File: src/hdl/bdpc_pkg.sv
// Package: register indexes, event codes and reset defaults of the button classifier.
`default_nettype none

package bdpc_pkg;

    localparam int unsigned TimeWidth = 32;
    localparam int unsigned CfgWidth  = 16;
    localparam int unsigned IdxWidth  = 2;
    localparam int unsigned EvWidth   = 2;

    // Configuration register indexes
    localparam logic [IdxWidth-1:0] REG_ACTIVE_LOW    = 2'd0;
    localparam logic [IdxWidth-1:0] REG_DEBOUNCE_MS   = 2'd1;
    localparam logic [IdxWidth-1:0] REG_LONG_PRESS_MS = 2'd2;
    localparam logic [IdxWidth-1:0] REG_REPEAT_MS     = 2'd3;

    // Event codes
    localparam logic [EvWidth-1:0] EV_NONE   = 2'd0;
    localparam logic [EvWidth-1:0] EV_SHORT  = 2'd1;
    localparam logic [EvWidth-1:0] EV_LONG   = 2'd2;
    localparam logic [EvWidth-1:0] EV_REPEAT = 2'd3;

    // Reset values of the configuration registers
    localparam logic                RST_ACTIVE_LOW    = 1'b1;
    localparam logic [CfgWidth-1:0] RST_DEBOUNCE_MS   = 16'd50;
    localparam logic [CfgWidth-1:0] RST_LONG_PRESS_MS = 16'd3000;
    localparam logic [CfgWidth-1:0] RST_REPEAT_MS     = 16'd200;

    typedef logic [TimeWidth-1:0] time_ms_t;
    typedef logic [CfgWidth-1:0]  cfg_ms_t;
    typedef logic [EvWidth-1:0]   event_t;

endpackage

`default_nettype wire

File: src/hdl/button_debounce_press_classifier.sv
// Top level: debounced button classifier with short press, long press and auto-repeat.
// A request is registered at the input stage; its event is then loaded into the result
//   register together with the classifier state update, and offered from there.
// Throughput: one request per cycle unless out_ready is low while both stages are full.
// Reset (rst_n, asynchronous, active low): button released, all timestamps zero,
//   registers at active_low 1, debounce 50 ms, long press 3000 ms, repeat 200 ms.
`default_nettype none

module button_debounce_press_classifier
(
    input  wire logic                              clk,
    input  wire logic                              rst_n,

    input  wire logic                              cfg_write,
    input  wire logic [bdpc_pkg::IdxWidth-1:0]     cfg_index,
    input  wire logic [bdpc_pkg::CfgWidth-1:0]     cfg_data,

    input  wire logic                              in_valid,
    output      logic                              in_ready,
    input  wire logic                              raw_level,
    input  wire logic [bdpc_pkg::TimeWidth-1:0]    now_ms,

    output      logic                              out_valid,
    input  wire logic                              out_ready,
    output      logic [bdpc_pkg::EvWidth-1:0]      event_code
);

    // ------------------------------------------------------------------
    // Configuration registers
    // ------------------------------------------------------------------
    logic                  active_low_reg;
    bdpc_pkg::cfg_ms_t     debounce_ms_reg;
    bdpc_pkg::cfg_ms_t     long_press_ms_reg;
    bdpc_pkg::cfg_ms_t     repeat_ms_reg;

    always_ff @(posedge clk or negedge rst_n)
    begin
        if (!rst_n)
        begin
            active_low_reg    <= bdpc_pkg::RST_ACTIVE_LOW;
            debounce_ms_reg   <= bdpc_pkg::RST_DEBOUNCE_MS;
            long_press_ms_reg <= bdpc_pkg::RST_LONG_PRESS_MS;
            repeat_ms_reg     <= bdpc_pkg::RST_REPEAT_MS;
        end
        else if (cfg_write)
        begin
            unique case (cfg_index)
                bdpc_pkg::REG_ACTIVE_LOW:    active_low_reg    <= cfg_data[0];
                bdpc_pkg::REG_DEBOUNCE_MS:   debounce_ms_reg   <= cfg_data;
                bdpc_pkg::REG_LONG_PRESS_MS: long_press_ms_reg <= cfg_data;
                bdpc_pkg::REG_REPEAT_MS:     repeat_ms_reg     <= cfg_data;
                default:                     active_low_reg    <= active_low_reg;
            endcase
        end
    end

    // ------------------------------------------------------------------
    // Handshake: input stage feeds the result register whenever that
    // register is empty or being drained this cycle.
    // ------------------------------------------------------------------
    logic                  s1_valid_reg;
    logic                  s1_raw_reg;
    bdpc_pkg::time_ms_t    s1_now_reg;
    logic                  out_valid_reg;
    bdpc_pkg::event_t      event_code_reg;

    logic                  advance;
    logic                  res_load;
    logic                  in_take;

    assign advance  = !out_valid_reg || out_ready;
    assign res_load = s1_valid_reg && advance;
    assign in_ready = !s1_valid_reg || advance;
    assign in_take  = in_valid && in_ready;

    always_ff @(posedge clk or negedge rst_n)
    begin
        if (!rst_n)
        begin
            s1_valid_reg <= 1'b0;
        end
        else if (in_ready)
        begin
            s1_valid_reg <= in_valid;
        end
    end

    // Payload of the input stage; hold while stalled
    always_ff @(posedge clk)
    begin
        if (in_take)
        begin
            s1_raw_reg <= raw_level;
            s1_now_reg <= now_ms;
        end
    end

    // ------------------------------------------------------------------
    // Classifier state
    // ------------------------------------------------------------------
    logic                  last_reading_reg,     last_reading_next;
    logic                  accepted_pressed_reg, accepted_pressed_next;
    logic                  long_fired_reg,       long_fired_next;
    bdpc_pkg::time_ms_t    last_change_time_reg, last_change_time_next;
    bdpc_pkg::time_ms_t    press_start_time_reg, press_start_time_next;
    bdpc_pkg::time_ms_t    last_repeat_time_reg, last_repeat_time_next;
    bdpc_pkg::event_t      event_next;

    logic                  reading;
    logic                  changed;
    logic                  stable;
    bdpc_pkg::time_ms_t    stable_dt;
    bdpc_pkg::time_ms_t    hold_dt;
    bdpc_pkg::time_ms_t    repeat_dt;
    logic                  hold_short;
    logic                  repeat_due;

    // Polarity correction: reading is 1 while the button is pressed
    assign reading   = s1_raw_reg ^ active_low_reg;
    assign changed   = reading != last_reading_reg;

    // A fresh change restarts the debounce window, so its elapsed time is zero
    assign stable_dt = changed ? '0 : (s1_now_reg - last_change_time_reg);
    assign stable    = stable_dt >= {{(bdpc_pkg::TimeWidth-bdpc_pkg::CfgWidth){1'b0}},
                                     debounce_ms_reg};

    // Wrapped elapsed times since press start and since last repeat
    assign hold_dt    = s1_now_reg - press_start_time_reg;
    assign repeat_dt  = s1_now_reg - last_repeat_time_reg;
    assign hold_short = hold_dt < {{(bdpc_pkg::TimeWidth-bdpc_pkg::CfgWidth){1'b0}},
                                   long_press_ms_reg};
    assign repeat_due = repeat_dt >= {{(bdpc_pkg::TimeWidth-bdpc_pkg::CfgWidth){1'b0}},
                                      repeat_ms_reg};

    always_comb
    begin
        last_reading_next     = reading;
        last_change_time_next = changed ? s1_now_reg : last_change_time_reg;
        accepted_pressed_next = accepted_pressed_reg;
        long_fired_next       = long_fired_reg;
        press_start_time_next = press_start_time_reg;
        last_repeat_time_next = last_repeat_time_reg;
        event_next            = bdpc_pkg::EV_NONE;

        if (stable)
        begin
            accepted_pressed_next = reading;
            priority if (reading && !accepted_pressed_reg)
            begin
                // Accepted press: record start, no event yet
                press_start_time_next = s1_now_reg;
                last_repeat_time_next = s1_now_reg;
                long_fired_next       = 1'b0;
            end
            else if (!reading && accepted_pressed_reg)
            begin
                // Accepted release: short press only if no long press was reported
                if (!long_fired_reg && hold_short)
                begin
                    event_next = bdpc_pkg::EV_SHORT;
                end
            end
            else if (reading)
            begin
                // Held: first the long press, then periodic repeats
                priority if (!long_fired_reg && !hold_short)
                begin
                    long_fired_next       = 1'b1;
                    last_repeat_time_next = s1_now_reg;
                    event_next            = bdpc_pkg::EV_LONG;
                end
                else if (long_fired_reg && repeat_due)
                begin
                    last_repeat_time_next = s1_now_reg;
                    event_next            = bdpc_pkg::EV_REPEAT;
                end
                else
                begin
                    event_next = bdpc_pkg::EV_NONE;
                end
            end
            else
            begin
                event_next = bdpc_pkg::EV_NONE;
            end
        end
    end

    // Advance state together with the result register
    always_ff @(posedge clk or negedge rst_n)
    begin
        if (!rst_n)
        begin
            last_reading_reg     <= 1'b0;
            accepted_pressed_reg <= 1'b0;
            long_fired_reg       <= 1'b0;
            last_change_time_reg <= '0;
            press_start_time_reg <= '0;
            last_repeat_time_reg <= '0;
        end
        else if (res_load)
        begin
            last_reading_reg     <= last_reading_next;
            accepted_pressed_reg <= accepted_pressed_next;
            long_fired_reg       <= long_fired_next;
            last_change_time_reg <= last_change_time_next;
            press_start_time_reg <= press_start_time_next;
            last_repeat_time_reg <= last_repeat_time_next;
        end
    end

    // ------------------------------------------------------------------
    // Result register
    // ------------------------------------------------------------------
    always_ff @(posedge clk or negedge rst_n)
    begin
        if (!rst_n)
        begin
            out_valid_reg <= 1'b0;
        end
        else if (advance)
        begin
            out_valid_reg <= s1_valid_reg;
        end
    end

    always_ff @(posedge clk)
    begin
        if (res_load)
        begin
            event_code_reg <= event_next;
        end
    end

    assign out_valid  = out_valid_reg;
    assign event_code = event_code_reg;

`ifndef NO_ASSERTIONS
    a_long_sets_flag: assert property (@(posedge clk) disable iff (!rst_n)
        res_load && event_next == bdpc_pkg::EV_LONG |=> long_fired_reg)
        else $error("long press reported without setting the long flag");

    a_short_on_release: assert property (@(posedge clk) disable iff (!rst_n)
        res_load && event_next == bdpc_pkg::EV_SHORT |=> !accepted_pressed_reg)
        else $error("short press reported while still pressed");

    a_repeat_restamps: assert property (@(posedge clk) disable iff (!rst_n)
        res_load && event_next == bdpc_pkg::EV_REPEAT
        |=> last_repeat_time_reg == $past(s1_now_reg))
        else $error("repeat did not restamp the repeat time");

    a_stall_only_full: assert property (@(posedge clk) disable iff (!rst_n)
        !in_ready |-> s1_valid_reg && out_valid_reg)
        else $error("input stalled with a free stage");
`endif

endmodule

`default_nettype wire
File: config.mk
export PLATFORM = sky130hd
export DESIGN_NAME = button_debounce_press_classifier
export DESIGN_NICKNAME = d
export VERILOG_FILES = /design/src/hdl/bdpc_pkg.sv /design/src/hdl/button_debounce_press_classifier.sv
export SDC_FILE = /design/constraint.sdc
export NUM_CORES = 1
export LEC_CHECK = 0
export ABC_AREA = 1
export ABC_CLOCK_PERIOD_IN_PS = 8740
export BUFFER_PORTS_ARGS = -buffer_cell sky130_fd_sc_hd__buf_4
export CORE_ASPECT_RATIO = 0.75
export CORE_MARGIN = 2
export CORE_UTILIZATION = 35
export DETAILED_ROUTE_END_ITERATION = 10
export PLACE_DENSITY = 0.58
export RECOVER_POWER = 100
export SLEW_MARGIN = 10
export SYNTH_ARGS = -nofsm -noshare
export SYNTH_HDL_FRONTEND = slang
export SYNTH_SLANG_ARGS = --single-unit
File: constraint.sdc
create_clock -name clk -period 8.74 [get_ports clk]
set_clock_uncertainty 0.15 [all_clocks]
set_input_delay 2.185 -clock clk [delete_from_list [all_inputs] [get_ports clk]]
set_output_delay 2.185 -clock clk [all_outputs]
set_load 0.1 [all_outputs]
==> impl_metrics.py, run 1 <==
metrics = {
    "global_routing": {
        "grt_max_degree": 90,
        "met3_usage_pct": 3.26,
        "antenna_found_initial": 2,
        "grt.busiest_layer": "met2",
        "grt_pass1_wl_mm": 76.9,
        "overflow": 0,
        "gr-usage-met1_pct": 30.7,
        "grt_pass1_vias": 14400,
        "grt_util_all_layers_pct": 20.7,
        "met2_usage_pct": 31.3,
    },
    "timing": {
        "fmax_mhz": 154,
        "tightest_slew_ps": 3430,
        "hold_viol": 0,
        "setup_viol": 0,
        "fin_tns_setup_ps": 0,
        "rsz0062_at_grt": "false",
        "fin_crit_sh_pct": 74.3,
        "period_minus_slack_ps": 6500,
        "relSlewSlack_pct": -129,
        "drv_slew": 239,
    },
    "routing": {
        "vias": 15100,
        "drc": 0,
        "totalWireLength_mm": 48.3,
        "routed_via_density": 4.84,
        "routedWlPerCell_um": 15.5,
        "final_antenna_net_count": 0,
        "drtIter0Drc": 1354,
        "dr.pass1.iters": 5,
    },
    "critical_path": {
        "startpoint_type": "flop",
        "crit_start": "s1_raw_reg",
        "required_ps": 8950,
        "arrival_ps": 6710,
        "crit_top_cell": "nand2_1",
        "reg2reg_depth": 19,
        "r2r_slack_ps": 2240,
        "path_cells": "xnor2_1 -> inv_1 -> or2_1 -> nand2_1 -> inv_1 -> or2_2 -> ha_1 -> o21ai_0 -> nand2_1 -> a31oi_1 -> o21ai_0 -> nand2_1 -> nand2_1 -> a41oi_1 -> a21oi_1 -> buf_4 -> nand2_4 -> nand2_1 -> nand2_1",
        "critPathBufInv": 3,
        "crit_type": "flop to flop",
        "cpMaxStageDelayCell": "a21oi_1",
        "crit_path_end_kind": "flop",
        "rr_endpoint": "last_repeat_time_reg[14]",
        "crit_fanout": 32,
        "cp_top_family": "simple AND/OR/NAND/NOR gates",
        "critPathMaxStageDelay_ps": 1510,
        "r2r_start": "s1_raw_reg",
    },
    "layout": {
        "multi_input_area_sq_um": 8760,
        "nets": 2721,
        "area_growth_pct": 8.86,
        "fillCellCount": 4829,
        "regArea_sq_um": 4820,
        "drive_gt1_share_pct": 6.44,
        "fin_area_sq_um": 17400,
        "instances_no_fill": 3119,
    },
    "worst_hold_path": {
        "hold_path_depth": 2,
        "hp-class": "flop to flop",
        "hold_path.startpoint": "last_repeat_time_reg[26]",
        "holdPathEnd": "last_repeat_time_reg[26]",
    },
    "placed_design": {
        "dp_cells": 3086,
        "place_congestion": 0.944,
        "port_buffers": 59,
        "hpwl_mm": 39.2,
        "place_area_sq_um": 17000,
    },
    "power": {
        "combPwrFrac_pct": 64.0,
        "clockPowerShare_pct": 13.3,
        "p_seq_share_pct": 22.8,
        "leakage_nw": 10.0,
        "internal_power_mw": 2.88,
        "p_sw_mw": 3.14,
        "swShare_pct": 52.2,
        "power.density_nw_per_um2": 347,
        "ir_drop_mv": 0.157,
    },
    "run_status": {
        "violations": "capacitance limit, slew limit",
        "status": "finished, violations left",
    },
    "clocking": {
        "clock_latency_ps": 480,
        "clk_path_buf_depth": 2,
        "postCtsResizedCells": 0,
        "hold_buffers": 0,
        "cts_tree": "done",
        "cts_made_buffers": 17,
        "path_clk_slew_ps": 80,
        "cts_sinks": 185,
        "cts_root_buf": "clkbuf_16",
        "cts_setup_buffers": 0,
        "cts_max_level": 4,
    },
    "die": {
        "rows": 67,
        "core_area_sq_um": 44800,
        "die_w_um": 251,
        "initial_core_util_pct": 35.6,
        "die_y_um": 189,
        "die-area_sq_um": 47400,
        "io_pins": 60,
    },
    "run": {
        "max_cap_violations": 5,
    },
    "synth": {
        "synthCells": 2471,
        "syn-num-nets": 2673,
        "synth_seq_area_share_pct": 30.2,
        "synth_area_sq_um": 16000,
        "synth-seq-cells": 185,
        "synth_edf_count": 35,
        "avgSynthCellArea_sq_um": 6.47,
        "yosysUniqueCellTypes": 47,
        "synth_warnings": 0,
        "ys_async_sr_fraction_pct": 81.1,
        "synth_flop_cell": "dfrtp_1",
    },
}
-- layout make-up --
cell class,count,area share (%)
inverter,543,11.7
clock buffer,17,2.45
multi-input combinational,1709,50.4
sequential,185,27.7
timing repair buffer,63,2.53
clock inverter,15,0.985
tap,586,4.21
antenna,1,0.0144
-- routing by layer --
metal  part of all wire [%]  wire length, um
met5                      0                0
met4                    1.6              790
met3                    6.7             3220
met2                     41            20000
met1                     50            24300
-- cell usage after synthesis, types with 14 or more instances --
cell | n | area, sq um
nand2_1 | 870 | 3270
ha_1 | 143 | 1790
o21ai_0 | 105 | 526
dfstp_2 | 14 | 368
xor2_1 | 30 | 263
o21ai_2 | 29 | 254
clkbuf_1 | 17 | 63.8
nor2_1 | 154 | 578
nor3_1 | 15 | 75.1
nand2_2 | 45 | 282
a21oi_1 | 93 | 465
nand4_1 | 15 | 93.8
edfxtp_1 | 35 | 1050
dfrtp_1 | 136 | 3400
nand3_1 | 136 | 681
inv_1 | 535 | 2010
-- worst max path at each step --
stage                               endpoint  depth (start not counted)
global placement                    in_ready                          4
detailed placement                  in_ready                          4
finish              last_repeat_time_reg[14]                         19
global route        last_repeat_time_reg[21]                         19
floorplan                           in_ready                          2
CTS                                 in_ready                          4
-- power groups by stage --
| stage | Combinational (mW) | Clock (mW) | Sequential [mW] |
|---|---|---|---|
| after floorplan | 2.92 | 0 | 1.32 |
| after global placement | 3.76 | 0 | 1.38 |
| after detailed placement | 3.85 | 0 | 1.38 |
| after CTS | 3.87 | 0.819 | 1.37 |
| after global routing | 4.42 | 0.854 | 1.40 |
| final | 3.86 | 0.801 | 1.37 |
-- worst reg2reg max path: stages, from the launching register on --
cell,delay (ps)
edfxtp_1,390
xnor2_1,430
inv_1,180
or2_1,240
nand2_1,790
inv_1,350
or2_2,370
ha_1,270
o21ai_0,80
nand2_1,60
a31oi_1,70
o21ai_0,170
nand2_1,80
nand2_1,80
a41oi_1,170
a21oi_1,1510
buf_4,480
nand2_4,310
nand2_1,160
nand2_1,70
-- cell usage in the layout, fill, tap and decap left out, types with 7 or more instances in the layout --
cell type,count
dfstp_2,14
nor2_1,154
dfrtp_1,136
xor2_1,30
nand4_1,15
a21oi_1,94
nand2_2,42
clkbuf_1,9
edfxtp_1,35
and2_1,7
ha_1,143
clkbuf_16,17
nand3_1,137
clkbuf_4,33
o21ai_0,130
nand2_1,873
buf_4,19
nor3_1,15
nand3b_1,11
inv_1,536
-- stage by stage --
step / utilization [%] / power [mW] / hold WS [ps] / worst slack, ps
5_1_grt: 38.8 / 6.68 / 337 / 1800
3_5_place_dp: 37.8 / 5.23 / 310 / 3700
6_report: 38.8 / 6.03 / 330 / 2240
3_3_place_gp: 37.8 / 5.14 / 305 / 3700
4_1_cts: 39.2 / 6.06 / 331 / 3700
2_1_floorplan: - / 4.25 / 292 / 3410
-- logic make-up after synthesis --
family                   Yosys count  share of synthesized area, %
adder cells (fa/ha/maj)          146                          11.6
buffers and inverters            577                          14.2
flip-flops                       185                          30.2
AO/OA/AOI/OAI                    257                          9.18
XOR/XNOR                          35                          1.97
AND/OR/NAND/NOR                 1271                          32.9
No activity file was read; power rests on OpenSTA's default activity.
==> run 2: changes to the inputs <==
- ABC_CLOCK_PERIOD_IN_PS: 8740 -> 5700
- PLACE_DENSITY: 0.58 -> 0.6
- clock period: 8.74 -> 5.7 ns (I/O delays scaled with it)
==> impl_metrics.py, run 2 (synthesis gave the netlist of run 1 again) <==
metrics = {
    "timing": {
        "tightest_slew_ps": 2540,
        "relSlewSlack_pct": -69.5,
        "hold_viol": 0,
        "fin_tns_setup_ps": 0,
        "period_minus_slack_ps": 4940,
        "drv_slew": 194,
        "fin_crit_sh_pct": 86.7,
        "rsz0062_at_grt": "false",
        "fmax_mhz": 202,
        "setup_viol": 0,
        "whs_ps": 322,
        "setup_slack_ps": 758,
    },
    "clocking": {
        "cts_sinks": 185,
        "cts_root_buf": "clkbuf_16",
        "cts_max_level": 4,
        "cts_setup_buffers": 0,
        "path_clk_slew_ps": 80,
        "hold_buffers": 0,
        "clk_path_buf_depth": 2,
        "postCtsResizedCells": 0,
        "clock_latency_ps": 470,
        "cts_tree": "done",
        "cts_made_buffers": 17,
    },
    "global_routing": {
        "grt_max_degree": 95,
        "grt_pass1_vias": 14200,
        "grt_pass1_wl_mm": 76.9,
        "grt.busiest_layer": "met2",
        "overflow": 0,
        "met3_usage_pct": 3.45,
        "antenna_found_initial": 3,
        "gr-usage-met1_pct": 31.3,
        "met2_usage_pct": 31.5,
        "grt_util_all_layers_pct": 20.8,
    },
    "critical_path": {
        "path_cells": "xnor2_1 -> inv_1 -> or2_1 -> nand2_2 -> buf_4 -> o21ai_0 -> a21oi_1 -> ha_1 -> nand4_1 -> o21ai_0 -> nand2_1 -> nand2_1 -> a41oi_1 -> a21oi_2 -> nand2_4 -> nand2_1 -> nand2_1",
        "crit_start": "active_low_reg",
        "arrival_ps": 5150,
        "critPathBufInv": 2,
        "path_depth": 17,
        "required_ps": 5900,
        "r2r_start": "active_low_reg",
        "crit_fanout": 32,
        "crit_type": "flop to flop",
        "crit_end": "last_repeat_time_reg[0]",
        "critPathMaxStageDelay_ps": 850,
        "r2r_slack_ps": 760,
        "cp_top_family": "compound AO/OA/AOI/OAI gates",
        "crit_path_end_kind": "flop",
        "cpMaxStageDelayCell": "a21oi_2",
        "startpoint_type": "flop",
        "crit_top_cell": "nand2_1",
        "reg2reg_depth": 17,
        "rr_endpoint": "last_repeat_time_reg[0]",
    },
    "power": {
        "p_seq_share_pct": 22.6,
        "swShare_pct": 51.1,
        "p_sw_mw": 4.71,
        "power.density_nw_per_um2": 528,
        "p_total_mw": 9.22,
        "clockPowerShare_pct": 13.3,
        "internal_power_mw": 4.51,
        "ir_drop_mv": 0.229,
        "combPwrFrac_pct": 64.0,
        "leakage_nw": 10.1,
    },
    "die": {
        "die_w_um": 251,
        "die_y_um": 189,
        "core_area_sq_um": 44800,
        "rows": 67,
        "initial_core_util_pct": 35.6,
        "io_pins": 60,
        "die-area_sq_um": 47400,
    },
    "layout": {
        "drive_gt1_share_pct": 6.55,
        "area_growth_pct": 9.30,
        "diodes": 0,
        "final_common_cell": "nand2_1",
        "multi_input_area_sq_um": 8810,
        "final_cell_mix": "896 x nand2_1, 536 x inv_1, 154 x nor2_1, 143 x ha_1",
        "regArea_sq_um": 4820,
        "nets": 2724,
        "fillCellCount": 4814,
        "fin_area_sq_um": 17500,
    },
    "run_status": {
        "status": "finished, violations left",
        "violations": "capacitance limit, slew limit",
    },
    "routing": {
        "final_antenna_net_count": 0,
        "vias": 15000,
        "dr.pass1.iters": 6,
        "drc": 0,
        "routedWlPerCell_um": 15.4,
        "routed_via_density": 4.81,
        "totalWireLength_mm": 48.0,
        "drtIter0Drc": 1281,
    },
    "worst_hold_path": {
        "hp-class": "flop to flop",
    },
    "placed_design": {
        "place_area_sq_um": 17000,
        "place_congestion": 0.928,
        "hpwl_mm": 39.2,
        "port_buffers": 59,
        "dp_slack_ps": 1150,
    },
    "run": {
        "max_cap_violations": 4,
    },
}
[run 2: cell types whose count changed in the layout (fill, tap and decap cells not counted), moves of 3 or more]
cell and delta:
buf_4 +3, clkbuf_8 +3, clkinv_2 +3, inv_8 -4
nand2_1 +23, nand2_2 -23, o21ai_0 -21, o21ai_2 +23
[run 2: layout make-up]
cell class                 count  area share [%]
timing repair buffer          66            2.68
sequential                   185            27.6
clock buffer                  21            2.82
multi-input combinational   1709            50.4
tap                          586            4.20
clock inverter                11           0.609
inverter                     543            11.7
[run 2: routing by layer]
metal,vias up,wire length [um],share of wire [%]
li1,7660,-,-
met1,6953,24400,51
met2,359,20200,42
met3,26,3170,6.6
met4,0,357,0.74
met5,-,0,0
[run 2: how the worst min path moves through the flow]
stage / startpoint / endpoint / slack [ps] / cells after the start
floorplan: last_repeat_time_reg[10] / last_repeat_time_reg[10] / 290 / 2
global placement: last_repeat_time_reg[13] / last_repeat_time_reg[13] / 310 / 2
detailed placement: last_repeat_time_reg[7] / last_repeat_time_reg[7] / 310 / 2
CTS: last_repeat_time_reg[7] / last_repeat_time_reg[7] / 330 / 2
global route: last_repeat_time_reg[19] / last_repeat_time_reg[19] / 350 / 2
finish: last_repeat_time_reg[11] / last_repeat_time_reg[11] / 320 / 2
[run 2: worst reg2reg max path, stage by stage, from the launching register on]
cell     delay (ps)
dfstp_1         380
xnor2_1         540
inv_1           210
or2_1           270
nand2_2          60
buf_4           320
o21ai_0         140
a21oi_1         230
ha_1            200
nand4_1          90
o21ai_0         310
nand2_1          90
nand2_1          80
a41oi_1         190
a21oi_2         850
nand2_4         460
nand2_1         190
nand2_1          60
[run 2: per-stage QoR]
step	instances	utilization, %
2_1_floorplan	2471	-
3_3_place_gp	3089	37.9
3_5_place_dp	3089	37.9
4_1_cts	3121	39.2
5_1_grt	3121	38.9
6_report	3121	38.9
[run 2: power by group through the flow]
stage / Combinational (mW) / Sequential, mW / Clock (mW)
2_1_floorplan: 4.48 / 2.03 / 0
3_3_place_gp: 5.78 / 2.10 / 0
3_5_place_dp: 5.89 / 2.11 / 0
4_1_cts: 5.93 / 2.09 / 1.26
5_1_grt: 6.82 / 2.14 / 1.31
6_report: 5.91 / 2.09 / 1.23
==> run 3: changes to the inputs <==
- CORE_UTILIZATION: 35 -> 29
- PLACE_DENSITY: 0.6 -> 0.53
==> impl_metrics.py, run 3 (synthesis gave the netlist of run 1 again) <==
metrics = {
    "timing": {
        "period_minus_slack_ps": 4780,
        "tightest_slew_ps": 2370,
        "rsz0062_at_grt": "false",
        "fin_tns_setup_ps": 0,
        "fin_crit_sh_pct": 83.9,
        "setup_viol": 0,
        "fmax_mhz": 209,
        "drv_slew": 99,
        "relSlewSlack_pct": -58.2,
        "hold_viol": 0,
    },
    "critical_path": {
        "crit_type": "flop to flop",
        "required_ps": 5930,
        "crit_fanout": 64,
        "r2r_start": "s1_raw_reg",
        "arrival_ps": 5010,
        "crit_start": "s1_raw_reg",
        "startpoint_type": "flop",
        "crit_path_end_kind": "flop",
    },
    "layout": {
        "final_util_pct": 32.5,
        "multi_input_area_sq_um": 8800,
        "final_cell_mix": "896 x nand2_1, 535 x inv_1, 154 x nor2_1, 143 x ha_1, 137 x nand3_1",
        "regArea_sq_um": 4820,
        "fillCellCount": 5975,
        "final_common_cell": "nand2_1",
        "fin_area_sq_um": 17700,
        "drive_gt1_share_pct": 6.61,
        "area_growth_pct": 10.7,
        "nets": 2732,
    },
    "clocking": {
        "cts_made_buffers": 17,
        "cts_sinks": 185,
        "cts_root_buf": "clkbuf_16",
        "cts_tree": "done",
        "path_clk_slew_ps": 70,
        "clock_latency_ps": 460,
        "cts_setup_buffers": 0,
        "postCtsResizedCells": 0,
        "cts_max_level": 4,
        "hold_buffers": 0,
        "clk_path_buf_depth": 2,
    },
    "power": {
        "p_total_mw": 9.25,
        "internal_power_mw": 4.51,
        "leakage_nw": 10.1,
        "clockPowerShare_pct": 13.2,
        "p_seq_share_pct": 22.3,
        "ir_drop_mv": 0.196,
        "combPwrFrac_pct": 64.5,
        "power.density_nw_per_um2": 523,
        "swShare_pct": 51.2,
        "p_sw_mw": 4.74,
    },
    "run_status": {
        "status": "finished, violations left",
        "violations": "capacitance limit, slew limit",
    },
    "worst_hold_path": {
        "hold_path.startpoint": "last_repeat_time_reg[27]",
        "hp-class": "flop to flop",
    },
    "routing": {
        "final_antenna_net_count": 0,
        "dr.pass1.iters": 5,
        "routed_via_density": 4.59,
        "vias": 15000,
        "drc": 0,
        "drtIter0Drc": 1107,
        "routedWlPerCell_um": 15.3,
        "totalWireLength_mm": 50.1,
    },
    "die": {
        "rows": 74,
        "initial_core_util_pct": 29.4,
        "core_area_sq_um": 54400,
        "die_w_um": 275,
        "die_y_um": 207,
        "io_pins": 60,
        "die-area_sq_um": 57000,
    },
    "global_routing": {
        "overflow": 0,
        "grt_pass1_vias": 14200,
        "antenna_found_initial": 5,
        "grt_pass1_wl_mm": 78.3,
        "grt_util_all_layers_pct": 17.8,
        "grt_max_degree": 135,
    },
    "run": {
        "max_cap_violations": 2,
    },
    "placed_design": {
        "place_area_sq_um": 17200,
        "hpwl_mm": 41.4,
        "place_congestion": 0.936,
        "port_buffers": 59,
    },
}
run 3: changes by cell type in the layout (fill, tap and decap cells not counted), moves of 2 or more:
cell / delta
clkbuf_4: -4
diode_2: +2
clkbuf_8: -2
buf_4: +8
clkinvlp_4: +3
clkinv_4: -2
clkbuf_1: +6
run 3: power groups by stage:
stage / registers, mW / clock network (mW) / logic [mW]
floorplan: 2.03 / 0 / 4.48
global placement: 2.08 / 0 / 5.88
detailed placement: 2.09 / 0 / 5.96
CTS: 2.07 / 1.25 / 5.99
global route: 2.11 / 1.30 / 6.84
finish: 2.06 / 1.22 / 5.97
run 3: final timing paths:
kind                                             to  slack (ps)  depth (start not counted)
setup reg to reg           press_start_time_reg[30]         920                         20
max in group asynchronous  press_start_time_reg[30]        3090                          2
min in group asynchronous         repeat_ms_reg[11]         980                          1
hold / removal             last_repeat_time_reg[27]         330                          2
hold reg to reg            last_repeat_time_reg[27]         330                          2
setup / recovery           press_start_time_reg[30]         920                         20
run 3: final cells by class:
type / instances / share of cell area, %
Sequential cell: 185 / 27.3
Timing Repair Buffer: 74 / 2.99
Inverter: 543 / 11.5
Antenna cell: 2 / 0.0283
Clock inverter: 12 / 0.785
Multi-Input combinational cell: 1709 / 49.8
Clock buffer: 20 / 2.53
Tap cell: 722 / 5.11
run 3: per-stage QoR:
step	hold WS, ps	std cells	setup WS, ps
4_1_cts	331	3265	1250
3_3_place_gp	309	3233	1310
2_1_floorplan	292	2471	1890
5_1_grt	341	3265	556
3_5_place_dp	312	3233	1300
6_report	327	3267	920
run 3: critical path, cell delays in order, from the launching register on:
cell and delay, ps:
edfxtp_1 380, xnor2_1 510, clkinv_1 290, or2_0 280, nand2_2 60, buf_4 330
inv_1 210, or2_2 320, ha_1 270, o21ai_0 150, nand2_1 60, a31oi_1 160
o21ai_0 130, nand2_1 90, nand2_1 60, a41oi_1 430, nand2_4 120, nand3_1 140
buf_12 310, nand2_1 120, o21ai_2 70
run 3: per-layer routing:
layer  global-route usage, %  part of all wire (%)  vias to the layer above
li1                        -                     -                     7681
met1                    26.7                    51                     6858
met2                    26.0                    41                      397
met3                    3.20                   6.4                       59
met4                    4.55                   1.7                        0
met5                       0                     0                        -
